File: config.mk
export PLATFORM = sky130hd
export DESIGN_NAME = gis_queue
export DESIGN_NICKNAME = d
export VERILOG_FILES = /design/src/sv/gis_pkg.sv /design/src/sv/gis_queue.sv
export SDC_FILE = /design/constraint.sdc
export NUM_CORES = 1
export LEC_CHECK = 0
export BUFFER_PORTS_ARGS = -buffer_cell sky130_fd_sc_hd__buf_2
export CORE_ASPECT_RATIO = 0.75
export CORE_MARGIN = 4
export CORE_UTILIZATION = 45
export CTS_BUF_LIST = sky130_fd_sc_hd__clkbuf_16
export DETAILED_ROUTE_END_ITERATION = 12
export HOLD_SLACK_MARGIN = 0.03
export PLACE_DENSITY = 0.65
export REMOVE_ABC_BUFFERS = 1
export SLEW_MARGIN = 20
export SYNTH_ARGS = -nofsm -noshare
export SYNTH_HDL_FRONTEND = slang
export SYNTH_SLANG_ARGS = --single-unit
export TNS_END_PERCENT = 20
File: constraint.sdc
create_clock -name clock -period 7.9 [get_ports clock]
set_clock_uncertainty 0.05 [all_clocks]
set_input_delay 1.58 -clock clock [delete_from_list [all_inputs] [get_ports clock]]
set_output_delay 1.58 -clock clock [all_outputs]
set_load 0.1 [all_outputs]
File: src/sv/gis_pkg.sv
package gis_pkg;

   // Capacity of the interval store (range 2 to 64).
   localparam int MAX_INTERVALS = 32;
   // Wide enough to hold the count itself, 0 to MAX_INTERVALS.
   localparam int CNT_W = $clog2(MAX_INTERVALS + 1);

   localparam int DATA_W = 32;

   // Depth of the queue between front and back; a power of two.
   localparam int QUEUE_DEPTH = 4;
   localparam int QPTR_W = $clog2(QUEUE_DEPTH);
   localparam int QLVL_W = $clog2(QUEUE_DEPTH + 1);

   // One classified interval as it travels from the front to the back.
   typedef struct packed {
      logic signed [DATA_W-1:0] start_time;
      logic signed [DATA_W-1:0] finish_time;
      logic                     last_item;
      logic                     keep;      // fits in the store
      logic                     ovf;       // some word of the set was dropped so far
   } q_entry_type;

   // Occupancy of the queue.
   typedef struct packed {
      logic [QLVL_W-1:0] level;
      logic              full;
      logic              empty;
   } q_stat_type;

endpackage

File: src/sv/gis_queue.sv
module gis_queue (
   input  logic                 clock,
   input  logic                 reset,
   input  logic                 push_valid,
   output logic                 push_ready,
   input  gis_pkg::q_entry_type push_entry,
   output logic                 pop_valid,
   input  logic                 pop_ready,
   output gis_pkg::q_entry_type pop_entry,
   output gis_pkg::q_stat_type  stat
);

   gis_pkg::q_entry_type       slot_ff [gis_pkg::QUEUE_DEPTH];
   logic [gis_pkg::QPTR_W-1:0] wr_ptr_ff, rd_ptr_ff;
   logic [gis_pkg::QLVL_W-1:0] level_ff;
   logic                       do_push, do_pop;

   always_comb begin
      stat.level = level_ff;
      stat.full  = level_ff == gis_pkg::QLVL_W'(gis_pkg::QUEUE_DEPTH);
      stat.empty = level_ff == '0;
      push_ready = ~stat.full;
      pop_valid  = ~stat.empty;
      do_push    = push_valid && push_ready;
      do_pop     = pop_valid && pop_ready;
   end

   assign pop_entry = slot_ff[rd_ptr_ff];

   always_ff @(posedge clock) begin
      if (reset) begin
         wr_ptr_ff <= '0;
         rd_ptr_ff <= '0;
         level_ff  <= '0;
      end else begin
         if (do_push) begin
            slot_ff[wr_ptr_ff] <= push_entry;
            wr_ptr_ff          <= wr_ptr_ff + 1'b1;
         end
         if (do_pop) begin
            rd_ptr_ff <= rd_ptr_ff + 1'b1;
         end
         if (do_push && !do_pop) begin
            level_ff <= level_ff + 1'b1;
         end else if (do_pop && !do_push) begin
            level_ff <= level_ff - 1'b1;
         end
      end
   end

endmodule

==> results of run 1 <==
## kinds of logic (layout without fill, tap and decap cells)
logic type,count (synthesis),after routing,synth area share
mux,68,68,0.149
simple gates,15,15,0.00823
fa+ha+maj,6,6,0.00811
buf+inv,23,208,0.0179
xor+xnor,4,4,0.00344
flops,277,277,0.808
other cells,0,1,0
compound gates,8,8,0.00540
## worst max-delay path, delay by kind of cell, from the launching register on
family	cells	cell delay, ps
mux	1	630
flops	1	790
buf+inv	2	1020
## Yosys cell counts
master    instances  area (um2)
or3b_1            1        8.76
inv_1             6        22.5
mux2i_1           1        10.0
mux4_2           67        1510
fa_1              1        20.0
a21oi_2           1        8.76
ha_1              5        62.6
buf_1             3        11.3
a21oi_1           2        10.0
nand3_1           2        10.0
buf_2             4        20.0
xor2_1            4        35.0
buf_6             2        22.5
nor3b_1           4        30.0
nand2_1           1        3.75
nor2_1            5        18.8
a21o_1            2        15.0
or3_1             2        12.5
o311ai_0          1        8.76
buf_12            4        80.1
dfxtp_1           9         180
edfxtp_1        268        8050
buf_4             3        22.5
o31ai_1           1        7.51
o21ai_0           1        5.00
clkbuf_1          1        3.75
## final timing paths
kind	start	end	cells past startpoint	slack (ps)
hold / removal	rd_ptr_ff[1]	rd_ptr_ff[1]	2	480
hold reg to reg	rd_ptr_ff[1]	rd_ptr_ff[1]	2	480
setup reg to reg	level_ff[0]	level_ff[2]	9	5370
setup / recovery	flip-flop	pop_entry[23]	3	3280
## flip-flops by register name, indices dropped and copies added (netlist names), named ones only
register / count
level_ff: 3
slot_ff: 268
wr_ptr_ff: 2
rd_ptr_ff: 2
## per-layer routing
metal,GRT usage,vias to the layer above,wire [um]
met5,0,-,54
met4,0.0276,8,230
met3,0.0504,24,1590
met2,0.234,163,8820
met1,0.196,2417,7700
li1,-,2041,-
## stage by stage
step / hold slack [ps] / std cells
detailed placement: 467 / 831
CTS: 484 / 880
finish: 477 / 881
floorplan: 435 / 384
global route: 520 / 880
global placement: 451 / 831
## report_power, final
| group | internal (mW) | leakage (nW) | switching [mW] |
|---|---|---|---|
| Clock | 0.719 | 0.436 | 0.505 |
| Combinational | 0.356 | 1.12 | 1.34 |
| Sequential | 1.70 | 2.51 | 0.0938 |
## final cells by class
cell class / instances / share of cell area
well taps: 294 / 0.0305
clock inverters: 22 / 0.0153
multi-input cells: 101 / 0.149
inverters: 6 / 0.00187
repair buffers: 153 / 0.0653
flip-flops and latches: 277 / 0.682
clock buffers: 27 / 0.0560
diodes: 1 / 0.000207
==> impl_results.md, run 1 <==
* Global placement routability congestion at 0.728
* Hold Fails Final Rpt at 0
* Die width at 182 um
* Die Area at 25100 um2
* Fin Setup TNS at 0 ps
* First-pass GRT wire length at 28.5 mm
* DRC Markers at 0
* FF+latch area at 8240 um2
* Unrepaired setup endpoints after global routing: no
* Leak at 4.06 nW
* Core box area at 22200 um2
* Worst Path Max Fanout at 35
* Final Util at 0.545
* CTS sink cnt at 277
* Clock Path Buffers at 3
* Routed WL at 18.4 mm
* Worst VDD drop at 0.000280 V
* Area delta synth->final at 18.5%
* Max Cap Viol at 0
* DP HPWL at 11.3 mm
* Tmin final at 4620 ps
* CTS tree: done
* Worst path cell trace: buf_4 > mux4_2 > buf_2
* Final nets at 643
* Initial Util at 0.459
* IO Port Bufs at 144
* FMAX at 216 MHz
* Pre-CTS setup slack at 3710 ps
* Antenna-violating nets left at 0
* Synthesized area at 10200 um2
* Status: complete, no violations
* Post-synthesis cell type count at 26
* Worst relative slew slack at 0.319
* Worst setup EP type: primary output
* CP required at 6270 ps
* Initial antenna violation count at 4
* Period utilisation layout at 0.585
* Multi-input combinational cell area at 1800 um2
* Die Span Y at 138 um
* Clock buffer count from CTS at 27
* Tot Pwr at 4.72 mW
* Post-CTS resize count at 0
* Max-slew violations at 0
* Slowest cell on the critical path: dfxtp_4
* Most frequent cells in the layout: edfxtp_1, buf_2, mux4_2
* Routed len/inst at 20.9 um
* Startpoint Class: flip-flop
* Final worst slack at 3280 ps
* Vias in the first global route at 4949
* Largest net degree at the start of global routing at 68
* Cts hold-fix bufs at 0
* CTS clk-pin slew, worst paths at 60 ps
* Finished Cell Area at 12100 um2
* Syn avg cell area at 25.4 um2
* PwrDens at 391 nW/um2
* Crit path kind: reg -> out
* Post-CTS Setup Bufs at 0
* Vias at 4653
* Slew @ Worst Pin at 1020 ps
* CP arrival at 2990 ps
* Hold Path Class: reg -> reg
* Later-pin clock latency in the skew report at 520 ps
* Aggregate global routing overflow at 0
* Syn Inst Count at 401
* GR Util All Layers at 0.145
* Clk root buf: clkbuf_16
* Filler cells at 1688
* Via density at 5.28
* Row count at 47
* Layout cells sized above 1 at 0.452
* Syn. warnings at 0
* Drt initial violations at 340
* DRT Pass-1 Iters at 4
* Post-synthesis sequential area ratio at 0.808
* Setup violations, final at 0
* Most common cell after layout, fill and taps aside: edfxtp_1
* H-Tree Level Count at 1
* Slowest stage delay, CP at 790 ps
* FF+latch count, synth at 277
* IO Pins at 145
* Placed Area at 11200 um2
Note: power is estimated with default switching activity, not from simulation.
==> run 2, diff against run 1 <==
--- a/config.mk
+++ b/config.mk
@@ -12,7 +12,7 @@
 export CTS_BUF_LIST = sky130_fd_sc_hd__clkbuf_16
 export DETAILED_ROUTE_END_ITERATION = 12
 export HOLD_SLACK_MARGIN = 0.03
-export PLACE_DENSITY = 0.65
+export PLACE_DENSITY = 0.68
 export REMOVE_ABC_BUFFERS = 1
 export SLEW_MARGIN = 20
 export SYNTH_ARGS = -nofsm -noshare
==> constraint.sdc (replaced) <==
create_clock -name clock -period 4 [get_ports clock]
set_clock_uncertainty 0.05 [all_clocks]
set_input_delay 0.8 -clock clock [delete_from_list [all_inputs] [get_ports clock]]
set_output_delay 0.8 -clock clock [all_outputs]
set_load 0.1 [all_outputs]
==> run 2 against run 1 <==
Global-route usage is 0.27 points lower. Clock-buffer cell count stayed put. Cell count is 0.23% higher. Combinational power is 99% higher. Design area is 0.46% lower. Via count is 0.73% lower. Critical path depth stayed put. Clock power is 80% higher. Largest cell class unchanged.
==> impl_results.md, run 2 (synthesized netlist as in run 1, its figures left out) <==
* Routed WL at 18.0 mm (-2.2%)
* DP HPWL at 11.2 mm (-0.28%)
* Layout cells sized above 1 at 0.447 (-0.00494)
* Status: complete, no violations
* Final Util at 0.542 (-0.00248)
* Max Cap Viol at 0 (unchanged)
* Comb power frac at 0.372 (+0.012)
* DRT Pass-1 Iters at 4 (unchanged)
* Core box area at 22200 um2 (unchanged)
* Clock Power Share at 0.241 (-0.018)
* Max-slew violations at 0 (unchanged)
* Slowest stage delay, CP at 680 ps (-110 ps)
* Max reg flops at 268 (unchanged)
* Area delta synth->final at 18.0%
* Tmin final at 3290 ps
* Worst setup EP type: primary output
* CP arrival at 2440 ps (-550 ps)
* First-pass GRT wire length at 28.2 mm (-0.99%)
* Unrepaired setup endpoints after global routing: no
* Initial antenna violation count at 5 (+1)
* Clock buffer count from CTS at 27 (unchanged)
* Crit path kind: reg -> out
* H-Tree Level Count at 1 (unchanged)
* Vias in the first global route at 4923 (-0.53%)
* Min Hold Slack at 436 ps (-40.4 ps)
* Slowest cell on the critical path: dfxtp_4
* Net switching power at 3.81 mW (+96%)
* Cts hold-fix bufs at 0 (unchanged)
* GR Util All Layers at 0.142 (-0.00274)
* Die Area at 25100 um2 (unchanged)
* Hold Path Class: in -> reg
* Post-CTS resize count at 0 (unchanged)
* Startpoint Class: flip-flop
* CTS tree: done
* Die width at 182 um (unchanged)
* Top Registers: slot_ff: 268 flops, level_ff: 3 flops
* Largest net degree at the start of global routing at 68 (unchanged)
* Period utilisation layout at 0.822
* Reg with most FFs: slot_ff
* Placed Area at 11200 um2 (+0.25%)
* FMAX at 304 MHz
* Die Span Y at 138 um (unchanged)
* Slew @ Worst Pin at 1030 ps (+5.72 ps)
* Aggregate global routing overflow at 0 (unchanged)
* Switching share of power at 0.418 (+0.00647)
* Tot Pwr at 9.12 mW (+93%)
* Global placement routability congestion at 0.716 (-1.7%)
* Routed len/inst at 20.4 um (-2.5%)
* Clock Path Buffers at 3 (unchanged)
* Drt initial violations at 335 (-1.5%)
* IO Pins at 145 (unchanged)
* Finished Cell Area at 12000 um2 (-0.46%)
* Row count at 47 (unchanged)
* Antenna-violating nets left at 0 (unchanged)
* Via density at 5.23 (-0.96%)
* PwrDens at 759 nW/um2 (+94%)
* Later-pin clock latency in the skew report at 520 ps (about the same)
* CTS sink cnt at 277 (unchanged)
* Worst relative slew slack at 0.315 (-0.00382)
* IO Port Bufs at 144 (unchanged)
* Initial Util at 0.459 (unchanged)
* Most frequent cells in the layout: edfxtp_1, buf_2, mux4_2
* Hold Fails Final Rpt at 0 (unchanged)
* Vias at 4619 (-0.73%)
* Sequential share of power at 0.386 (+0.006)
* DRC Markers at 0 (unchanged)
* Setup violations, final at 0 (unchanged)
* Int Power at 5.30 mW (+91%)
* Worst Path Max Fanout at 28 (-20%)
* Clk root buf: clkbuf_16
* CTS clk-pin slew, worst paths at 60 ps (about the same)
* Most common cell after layout, fill and taps aside: edfxtp_1
* Post-CTS Setup Bufs at 0 (unchanged)
* CP required at 3150 ps (-3120 ps)
* Final nets at 645 (+0.31%)
* Worst path cell trace: buf_12 > mux4_2 > buf_2
* Leak at 4.03 nW (-0.75%)
* Worst VDD drop at 0.000537 V (+91%)
==> run 2: cell types whose count changed in the layout (fill, tap and decap cells not counted), sizes merged <==
cell / delta
bufinv: -3
clkinvlp: +2
buf: +2
inv: +1
==> run 2: final timing paths <==
| path | start | end | slack [ps] | cells past startpoint |
|---|---|---|---|---|
| min reg2reg | rd_ptr_ff[1] | flip-flop | 480 | 2 |
| max reg2reg | level_ff[0] | level_ff[2] | 1520 | 9 |
| min | push_entry[24] | slot_ff[0][24] | 440 | 1 |
| max | flip-flop | pop_entry[56] | 710 | 3 |
==> run 2: power groups by stage <==
stage / Combinational, mW / Clock, mW / Sequential [mW]
after global routing: 3.52 / 2.40 / 3.56
after floorplan: 2.74 / 0 / 3.74
after CTS: 3.43 / 2.27 / 3.54
after detailed placement: 3.42 / 0 / 3.60
after global placement: 3.40 / 0 / 3.58
final: 3.39 / 2.20 / 3.52
==> run 2: final cells by class <==
| class | instances | area (um2) |
|---|---|---|
| clock inverter | 22 | 103 |
| sequential | 277 | 8240 |
| tap | 294 | 368 |
| inverter | 6 | 22.5 |
| multi-input combinational | 101 | 1800 |
| timing repair buffer | 155 | 816 |
| antenna | 1 | 2.50 |
| fill | 1657 | 10200 |
| clock buffer | 27 | 676 |
==> run 2: per-layer routing <==
layer	part of all wire	routed length, um	vias to the layer above	GRT usage
met5	0.0021	38	-	0
li1	-	-	2048	-
met1	0.43	7740	2368	0.207
met2	0.46	8340	161	0.217
met3	0.083	1480	34	0.0428
met4	0.021	371	8	0.0300
==> run 2: stage by stage <==
step           cells  setup TNS, ps  worst slack [ps]
6_report         883              0               711
3_3_place_gp     833              0              1200
2_1_floorplan    384       -1066310             -3830
3_5_place_dp     833              0              1190
4_1_cts          882              0               619
5_1_grt          883              0               524
==> run 2: critical path, delay by kind of cell (launching register included) <==
| family | cells | cell delay (ps) |
|---|---|---|
| multiplexers | 1 | 570 |
| flip-flops | 1 | 680 |
| buffers and inverters | 2 | 630 |
