[src/sv/gis_pkg.sv]
package gis_pkg;

   // Capacity of the interval store (range 2 to 64).
   localparam int MAX_INTERVALS = 32;
   // Wide enough to hold the count itself, 0 to MAX_INTERVALS.
   localparam int CNT_W = $clog2(MAX_INTERVALS + 1);

   localparam int DATA_W = 32;

   // Depth of the queue between front and back; a power of two.
   localparam int QUEUE_DEPTH = 4;
   localparam int QPTR_W = $clog2(QUEUE_DEPTH);
   localparam int QLVL_W = $clog2(QUEUE_DEPTH + 1);

   // One classified interval as it travels from the front to the back.
   typedef struct packed {
      logic signed [DATA_W-1:0] start_time;
      logic signed [DATA_W-1:0] finish_time;
      logic                     last_item;
      logic                     keep;      // fits in the store
      logic                     ovf;       // some word of the set was dropped so far
   } q_entry_type;

   // Occupancy of the queue.
   typedef struct packed {
      logic [QLVL_W-1:0] level;
      logic              full;
      logic              empty;
   } q_stat_type;

endpackage

[src/sv/gis_req_if.sv]
interface gis_req_if;
   logic                              valid;
   logic                              ready;
   logic signed [gis_pkg::DATA_W-1:0] start_time;
   logic signed [gis_pkg::DATA_W-1:0] finish_time;
   logic                              last_item;

   modport source (output valid, output start_time, output finish_time, output last_item,
                   input ready);
   modport sink (input valid, input start_time, input finish_time, input last_item,
                 output ready);
endinterface

[src/sv/gis_front.sv]
module gis_front (
   input  logic                 clock,
   input  logic                 reset,
   gis_req_if.sink              req_bus,
   output logic                 push_valid,
   input  logic                 push_ready,
   output gis_pkg::q_entry_type push_entry
);

   logic [gis_pkg::CNT_W-1:0] count_ff, count_in;
   logic                      ovf_ff, ovf_in;
   logic                      keep;
   logic                      accept;

   // An interval is kept while the store still has room; otherwise it is
   // dropped and the set is flagged.
   always_comb begin
      keep    = count_ff < gis_pkg::CNT_W'(gis_pkg::MAX_INTERVALS);
      accept  = req_bus.valid && push_ready;
      ovf_in  = ovf_ff;
      count_in = count_ff;
      if (accept) begin
         if (req_bus.last_item) begin
            count_in = '0;
            ovf_in   = 1'b0;
         end else begin
            count_in = count_ff + gis_pkg::CNT_W'(keep);
            ovf_in   = ovf_ff | ~keep;
         end
      end
   end

   assign req_bus.ready          = push_ready;
   assign push_valid             = req_bus.valid;
   assign push_entry.start_time  = req_bus.start_time;
   assign push_entry.finish_time = req_bus.finish_time;
   assign push_entry.last_item   = req_bus.last_item;
   assign push_entry.keep        = keep;
   assign push_entry.ovf         = ovf_ff | ~keep;

   always_ff @(posedge clock) begin
      if (reset) begin
         count_ff <= '0;
         ovf_ff   <= 1'b0;
      end else begin
         count_ff <= count_in;
         ovf_ff   <= ovf_in;
      end
   end

endmodule

[src/flat_wrapper.sv]
// flat-port wrapper written by rule: the top's interface ports become plain ports
module gis_front_flat 
  (clock, reset, push_valid, push_ready, push_entry, req_bus_valid, req_bus_start_time, req_bus_finish_time, req_bus_last_item, req_bus_ready);
  gis_req_if req_bus_i ();
  input  logic clock;
  input  logic reset;
  output logic push_valid;
  input  logic push_ready;
  output gis_pkg::q_entry_type push_entry;
  input wire logic [$bits(req_bus_i.valid)-1:0] req_bus_valid;
  input wire logic [$bits(req_bus_i.start_time)-1:0] req_bus_start_time;
  input wire logic [$bits(req_bus_i.finish_time)-1:0] req_bus_finish_time;
  input wire logic [$bits(req_bus_i.last_item)-1:0] req_bus_last_item;
  output wire logic [$bits(req_bus_i.ready)-1:0] req_bus_ready;
  assign req_bus_i.valid = req_bus_valid;
  assign req_bus_i.start_time = req_bus_start_time;
  assign req_bus_i.finish_time = req_bus_finish_time;
  assign req_bus_i.last_item = req_bus_last_item;
  assign req_bus_ready = req_bus_i.ready;
  gis_front u_core (.clock(clock), .reset(reset), .req_bus(req_bus_i), .push_valid(push_valid), .push_ready(push_ready), .push_entry(push_entry));
endmodule
[config.mk]
export PLATFORM = sky130hd
export DESIGN_NAME = gis_front_flat
export DESIGN_NICKNAME = d
export VERILOG_FILES = /design/src/sv/gis_pkg.sv /design/src/sv/gis_req_if.sv /design/src/sv/gis_front.sv /design/src/flat_wrapper.sv
export SDC_FILE = /design/constraint.sdc
export NUM_CORES = 1
export LEC_CHECK = 0
export BUFFER_PORTS_ARGS = -buffer_cell sky130_fd_sc_hd__buf_2
export CAP_MARGIN = 30
export CELL_PAD_IN_SITES_DETAIL_PLACEMENT = 0
export CELL_PAD_IN_SITES_GLOBAL_PLACEMENT = 2
export CORE_ASPECT_RATIO = 1.1
export CORE_UTILIZATION = 10
export DETAILED_ROUTE_END_ITERATION = 12
export PLACE_DENSITY_LB_ADDON = 0.1
export SLEW_MARGIN = 20
export SYNTH_ARGS = -nofsm -noshare
export SYNTH_HDL_FRONTEND = slang
export SYNTH_SLANG_ARGS = --single-unit
[constraint.sdc]
create_clock -name clock -period 1.3 [get_ports clock]
set_input_delay 0.26 -clock clock [delete_from_list [all_inputs] [get_ports clock]]
set_output_delay 0.26 -clock clock [all_outputs]
set_load 0.005 [all_outputs]
==> results of run 1 <==
registers in the layout (all words and copies together), names as in the netlist:
signal           cells
u_core.count_ff      6
u_core.ovf_ff        1
power by group:
part / leakage, nW / internal, mW / switching (mW) / total [mW]
sequential: 0.0575 / 0.219 / 0.00319 / 0.222
combinational: 0.120 / 0.0238 / 0.0275 / 0.0513
clock: 0.0228 / 0.213 / 0.105 / 0.318
total: 0.200 / 0.456 / 0.136 / 0.591
worst max-delay path, cell delays in order, from the launching register on:
cell and delay [ns]:
dfxtp_2 0.32, buf_6 0.12, or2_4 0.22, buf_6 0.11
metrics by stage:
stage / power, mW / TNS, ns
after floorplan: 0.404 / 0
after global placement: 0.272 / -0.0963
after detailed placement: 0.271 / -0.109
after CTS: 0.603 / 0
after global routing: 0.620 / -0.0451
final: 0.591 / 0
layout by cell type, fill, tap and decap left out, drive strengths merged, types with 2 or more instances in the layout:
cell type / count
dfxtp: 7
ha: 2
a21oi: 5
nand2: 5
nor2: 2
or3: 2
o21ai: 2
buf: 16
clkbuf: 4
nand3: 4
logic make-up after synthesis:
family | Yosys count | share of synthesized area, %
buffers and inverters | 69 | 62.6
adder cells (fa/ha/maj) | 2 | 3.04
flip-flops | 7 | 17.0
XOR/XNOR | 1 | 1.07
AND/OR/NAND/NOR | 15 | 9.29
AO/OA/AOI/OAI | 10 | 7.00
routing by layer:
metal | routed length (um) | vias up | part of all wire, %
met5 | 0 | - | 0
met4 | 47 | 0 | 3.0
met3 | 285 | 10 | 18
met2 | 714 | 24 | 46
met1 | 504 | 186 | 32
li1 | - | 171 | -
area by class of cell:
type | instances | area [um^2]
clock buffers | 4 | 45.0
fillers | 937 | 7300
inverters | 1 | 3.75
multi-input cells | 28 | 221
flip-flops and latches | 7 | 143
well taps | 108 | 135
repair buffers | 16 | 108
what timing repair did:
item,in CTS,in global routing
gates cloned,0,0
resized for setup,11,4
setup endpoints to repair,4,4
pin swaps,1,2
endpoints found under the hold margin,0,0
path summary, 6_finish.rpt:
path / endpoint
worst min-delay path: u_core.count_ff[4]$_SDFFE_PP0P_
worst max register to register: u_core.count_ff[3]$_SDFFE_PP0P_
worst max-delay path: push_entry[0]
worst min register to register: u_core.ovf_ff$_SDFFE_PP0P_
==> flow_summary.ini, run 1 <==
[run_status]
outcome = completed

[finish]
final_cells = 164
layout.nets = 128
drive_above_1_share_pct = 57.1
finish.utilization_pct = 8.24
design_area_um2 = 656
syn_to_final_growth_pct = -20.2
num_antenna_cells = 0

[timing]
fin_crit_sh_pct = 96.7
fin_ws_ns = 0.0434
rsz0062_at_grt = yes
drv_slew = 0
slew_headroom_pct = 86.2
skew_ns = 0.00204
finalSetupViolCount = 0
hold_violations = 0
worst_slew_pin_slew_ns = 0.205
hold_slack_ns = 0.419
final.min_clock_period_ns = 1.26
fmax_ghz = 0.796

[floorplanning]
start_util_pct = 10.3
ios = 138
die_x_um = 88.4
die_h_um = 97.1
core_area_um2 = 7960
dieArea_um2 = 8590
rows = 34

[route]
drtIter0Drc = 18
detail-route-antenna-nets = 0
wl_per_cell_um = 9.46
via_per_inst = 2.38
wl_um = 1550
dr.pass1.iters = 4
drc = 0
num_vias = 391

[setup_path]
regToRegSetupSlack_ns = 0.05
cp.required_ns = 1.04
cp_max_fo = 4
r2r-start = u_core.count_ff[5]$_SDFFE_PP0P_
worstSetupStartpoint = u_core.count_ff[5]$_SDFFE_PP0P_
worst_setup_path_start_kind = flip-flop
cp-end-kind = output port
ff2ff_path_depth = 5
crit_arrival_ns = 1.00
path_class = reg2out

[yosys]
ys_ff_latch = 7
async_flop_share_pct = 0
synth_cell_types = 18
synth.top_cells.by_area = buf_4, dfxtp_1, a21oi_1
synth_edf_count = 0
synth_area_leader_cell = buf_4
yosys-top-cells-count = buf_4, dfxtp_1, a21oi_1
syn-cell-area_um2 = 822
synth_ff_type = dfxtp_1
ys_seq_area_share_pct = 17.0
ys_warn_count = 0
avgSynthCellArea_um2 = 7.90
synthCells = 104
synth_nets = 175
yosysMostFrequentCell = buf_4
synth_top_area_share_pct = 62.1

[place]
port_buffers = 9
pre_cts_ws_ns = -0.0673
place.gp.congestion = 0.531
dp_hpwl_um = 1250
dpl_cell_area_um2 = 544
dp_cells = 160

[grt]
use_met3_pct = 2.72
use_met1_pct = 3.38
antenna_found_initial = 0
grt_pass1_vias = 423
grt-ovfl-total = 0
grt_max_degree = 8
grt_pass1_wl_um = 2300
grt_usage_pct = 3.84
met2_usage_pct = 5.21
top_usage_layer = met2

[clock_tree]
holdBufCountCts = 0
cts.path.max_buffers = 2
tritoncts = yes
clk_latency_ns = 0.23
htreeDepth = 1
root_buffer = clkbuf_8
postCtsSetupRepairBufs = 0
clk_pin_slew_ns = 0.04
clkSinkCount = 7
numCtsBuffers = 3

[min_path]
min_from = reset
worstHoldPathType = in2reg
hold_path_depth = 3

[power]
power.density_cell_area_nw_per_um2 = 902
ir_drop_mv = 0.172
total_leakage_power_nw = 0.200

[run]
cap_violations = 0
No activity file was read; power rests on OpenSTA's default activity.
==> run 2: changes to the inputs <==
--- a/config.mk
+++ b/config.mk
@@ -10,10 +10,10 @@
 export CELL_PAD_IN_SITES_DETAIL_PLACEMENT = 0
 export CELL_PAD_IN_SITES_GLOBAL_PLACEMENT = 2
 export CORE_ASPECT_RATIO = 1.1
+export CORE_MARGIN = 4
 export CORE_UTILIZATION = 10
 export DETAILED_ROUTE_END_ITERATION = 12
 export PLACE_DENSITY_LB_ADDON = 0.1
-export SLEW_MARGIN = 20
 export SYNTH_ARGS = -nofsm -noshare
 export SYNTH_HDL_FRONTEND = slang
 export SYNTH_SLANG_ARGS = --single-unit
==> constraint.sdc (replaced) <==
create_clock -name clock -period 1.3 [get_ports clock]
set_input_delay 0.26 -clock clock [delete_from_list [all_inputs] [get_ports clock]]
set_output_delay 0.26 -clock clock [all_outputs]
set_load 0.01 [all_outputs]
==> run 2 against run 1 <==
  * Cell count up 1.2%
  * Clock skew down 0.00051 ns
  * Worst hold slack better by 0.0029 ns
  * Sequential cell count unchanged
  * Count of clock-buffer cells in the layout unchanged
  * Die area up 13%
  * Clock power down 1%
  * Fmax down 1.6%
  * Largest power group unchanged
  * Highest routed layer unchanged
  * Register-to-register slack worse by 0.03 ns
  * Combinational power up 5.5%
  * Critical path depth up 2
==> flow_summary.ini, run 2 (synthesis gave the netlist of run 1 again) <==
[run_status]
outcome = completed

[place]
dp_cells = 161
pre_cts_ws_ns = -0.0875
port_buffers = 9
place.gp.congestion = 0.568

[grt]
grt_pass1_vias = 468
grt_max_degree = 8
antenna_found_initial = 0
grt_pass1_wl_um = 2280
grt-ovfl-total = 0
grt_usage_pct = 3.28

[clock_tree]
holdBufCountCts = 0
root_buffer = clkbuf_8
htreeDepth = 1
tritoncts = yes
cts.path.max_buffers = 2
clkSinkCount = 7
clk_latency_ns = 0.23
clk_pin_slew_ns = 0.04
numCtsBuffers = 3

[route]
wl_per_cell_um = 9.30
dr.pass1.iters = 2
via_per_inst = 2.42
wl_um = 1540
detail-route-antenna-nets = 0
drtIter0Drc = 6
num_vias = 401
drc = 0

[setup_path]
ff2ff_path_depth = 5
crit_arrival_ns = 1.44
cp_max_fo = 4
worst_setup_path_start_kind = flip-flop
cp.required_ns = 1.46
r2r-start = u_core.count_ff[5]$_SDFFE_PP0P_
r2r-end = u_core.count_ff[5]$_SDFFE_PP0P_
regToRegSetupSlack_ns = 0.02
cp-end-kind = flip-flop
path_class = reg2reg

[timing]
hold_slack_ns = 0.422
final.min_clock_period_ns = 1.28
fin_ws_ns = 0.0234
finalSetupViolCount = 0
hold_violations = 0
slew_headroom_pct = 82.0
skew_ns = 0.00153
fmax_ghz = 0.783
drv_slew = 0
rsz0062_at_grt = yes
fin_crit_sh_pct = 98.2
tns_ns = 0
worst_slew_pin_slew_ns = 0.267

[finish]
final_cells = 166
drive_above_1_share_pct = 62.1
top_regs = u_core.count_ff: 6 flops, u_core.ovf_ff: 1 flops
final_cell_mix = buf_2, buf_4, dfxtp_1
num_antenna_cells = 0
n_fill_cell = 951
largest_reg_flops = 6
seq_area_um2 = 143
syn_to_final_growth_pct = -17.5
layout.nets = 130
multi_input_area_um2 = 229
regMostFlops = u_core.count_ff

[min_path]
worstHoldPathType = in2reg
min_from = reset
min_to = u_core.count_ff[5]$_SDFFE_PP0P_
hold_path_depth = 3

[power]
p_int_mw = 0.456
power_mw = 0.590
total_leakage_power_nw = 0.210
ir_drop_mv = 0.162
power_switching_mw = 0.134
p_seq_share_pct = 37.7
power.density_cell_area_nw_per_um2 = 870
comb_power_share_pct = 9.2
clkPwrFrac_pct = 53.2
p_sw_share_pct = 22.7

[floorplanning]
dieArea_um2 = 9740
core_area_um2 = 7960
ios = 138
die_h_um = 103
die_x_um = 94.4
rows = 34
start_util_pct = 10.3

[run]
cap_violations = 0
## run 2: cell type report
class / count / area share [%]
Tap cell: 108 / 19.9
Inverter: 1 / 0.554
Timing Repair Buffer: 18 / 18.1
Multi-Input combinational cell: 28 / 33.8
Clock buffer: 4 / 6.64
Sequential cell: 7 / 21.0
## run 2: metrics by stage
step                utilization (%)  instance area, um^2
floorplan                         -                  822
CTS                            7.94                  632
detailed placement             6.94                  552
global route                   8.52                  678
global placement               6.94                  552
finish                         8.52                  678
## run 2: worst max path at each step
stage	from	end	cells after the start	slack (ns)
6_report	u_core.count_ff[5]$_SDFFE_PP0P_	u_core.count_ff[5]$_SDFFE_PP0P_	5	0.02
3_3_place_gp	u_core.count_ff[5]$_SDFFE_PP0P_	u_core.count_ff[4]$_SDFFE_PP0P_	6	-0.05
3_5_place_dp	u_core.count_ff[5]$_SDFFE_PP0P_	u_core.count_ff[4]$_SDFFE_PP0P_	6	-0.09
2_1_floorplan	u_core.count_ff[5]$_SDFFE_PP0P_	u_core.count_ff[4]$_SDFFE_PP0P_	6	0.05
5_1_grt	u_core.count_ff[5]$_SDFFE_PP0P_	u_core.count_ff[5]$_SDFFE_PP0P_	5	-0.03
4_1_cts	u_core.count_ff[5]$_SDFFE_PP0P_	u_core.count_ff[4]$_SDFFE_PP0P_	6	-0.002
## run 2: layer usage
layer  share of wire [%]  track usage [%]
met5                   0                0
met4                 2.7             3.22
met3                  16             2.41
met2                  50             5.46
met1                  31             2.35
## run 2: worst max-delay path, cell delays in order, from the launching register on
cell     delay, ns
dfxtp_2       0.32
inv_2         0.07
ha_4          0.15
nand3_2       0.10
or4_1         0.43
a21oi_2       0.14
## run 2: power groups by stage
stage	Sequential [mW]	Combinational (mW)	Clock, mW
floorplan	0.223	0.226	0
global placement	0.224	0.0502	0
detailed placement	0.224	0.0490	0
CTS	0.222	0.0525	0.334
global route	0.222	0.0595	0.350
finish	0.222	0.0541	0.314
## run 2: timing repair
action / 4_1_cts / 5_1_grt
endpoints found under the setup margin: 5 / 4
gates resized for setup: 10 / 7
gates cloned: 0 / 0
setup buffers: 0 / 1
pin swaps: 1 / 1
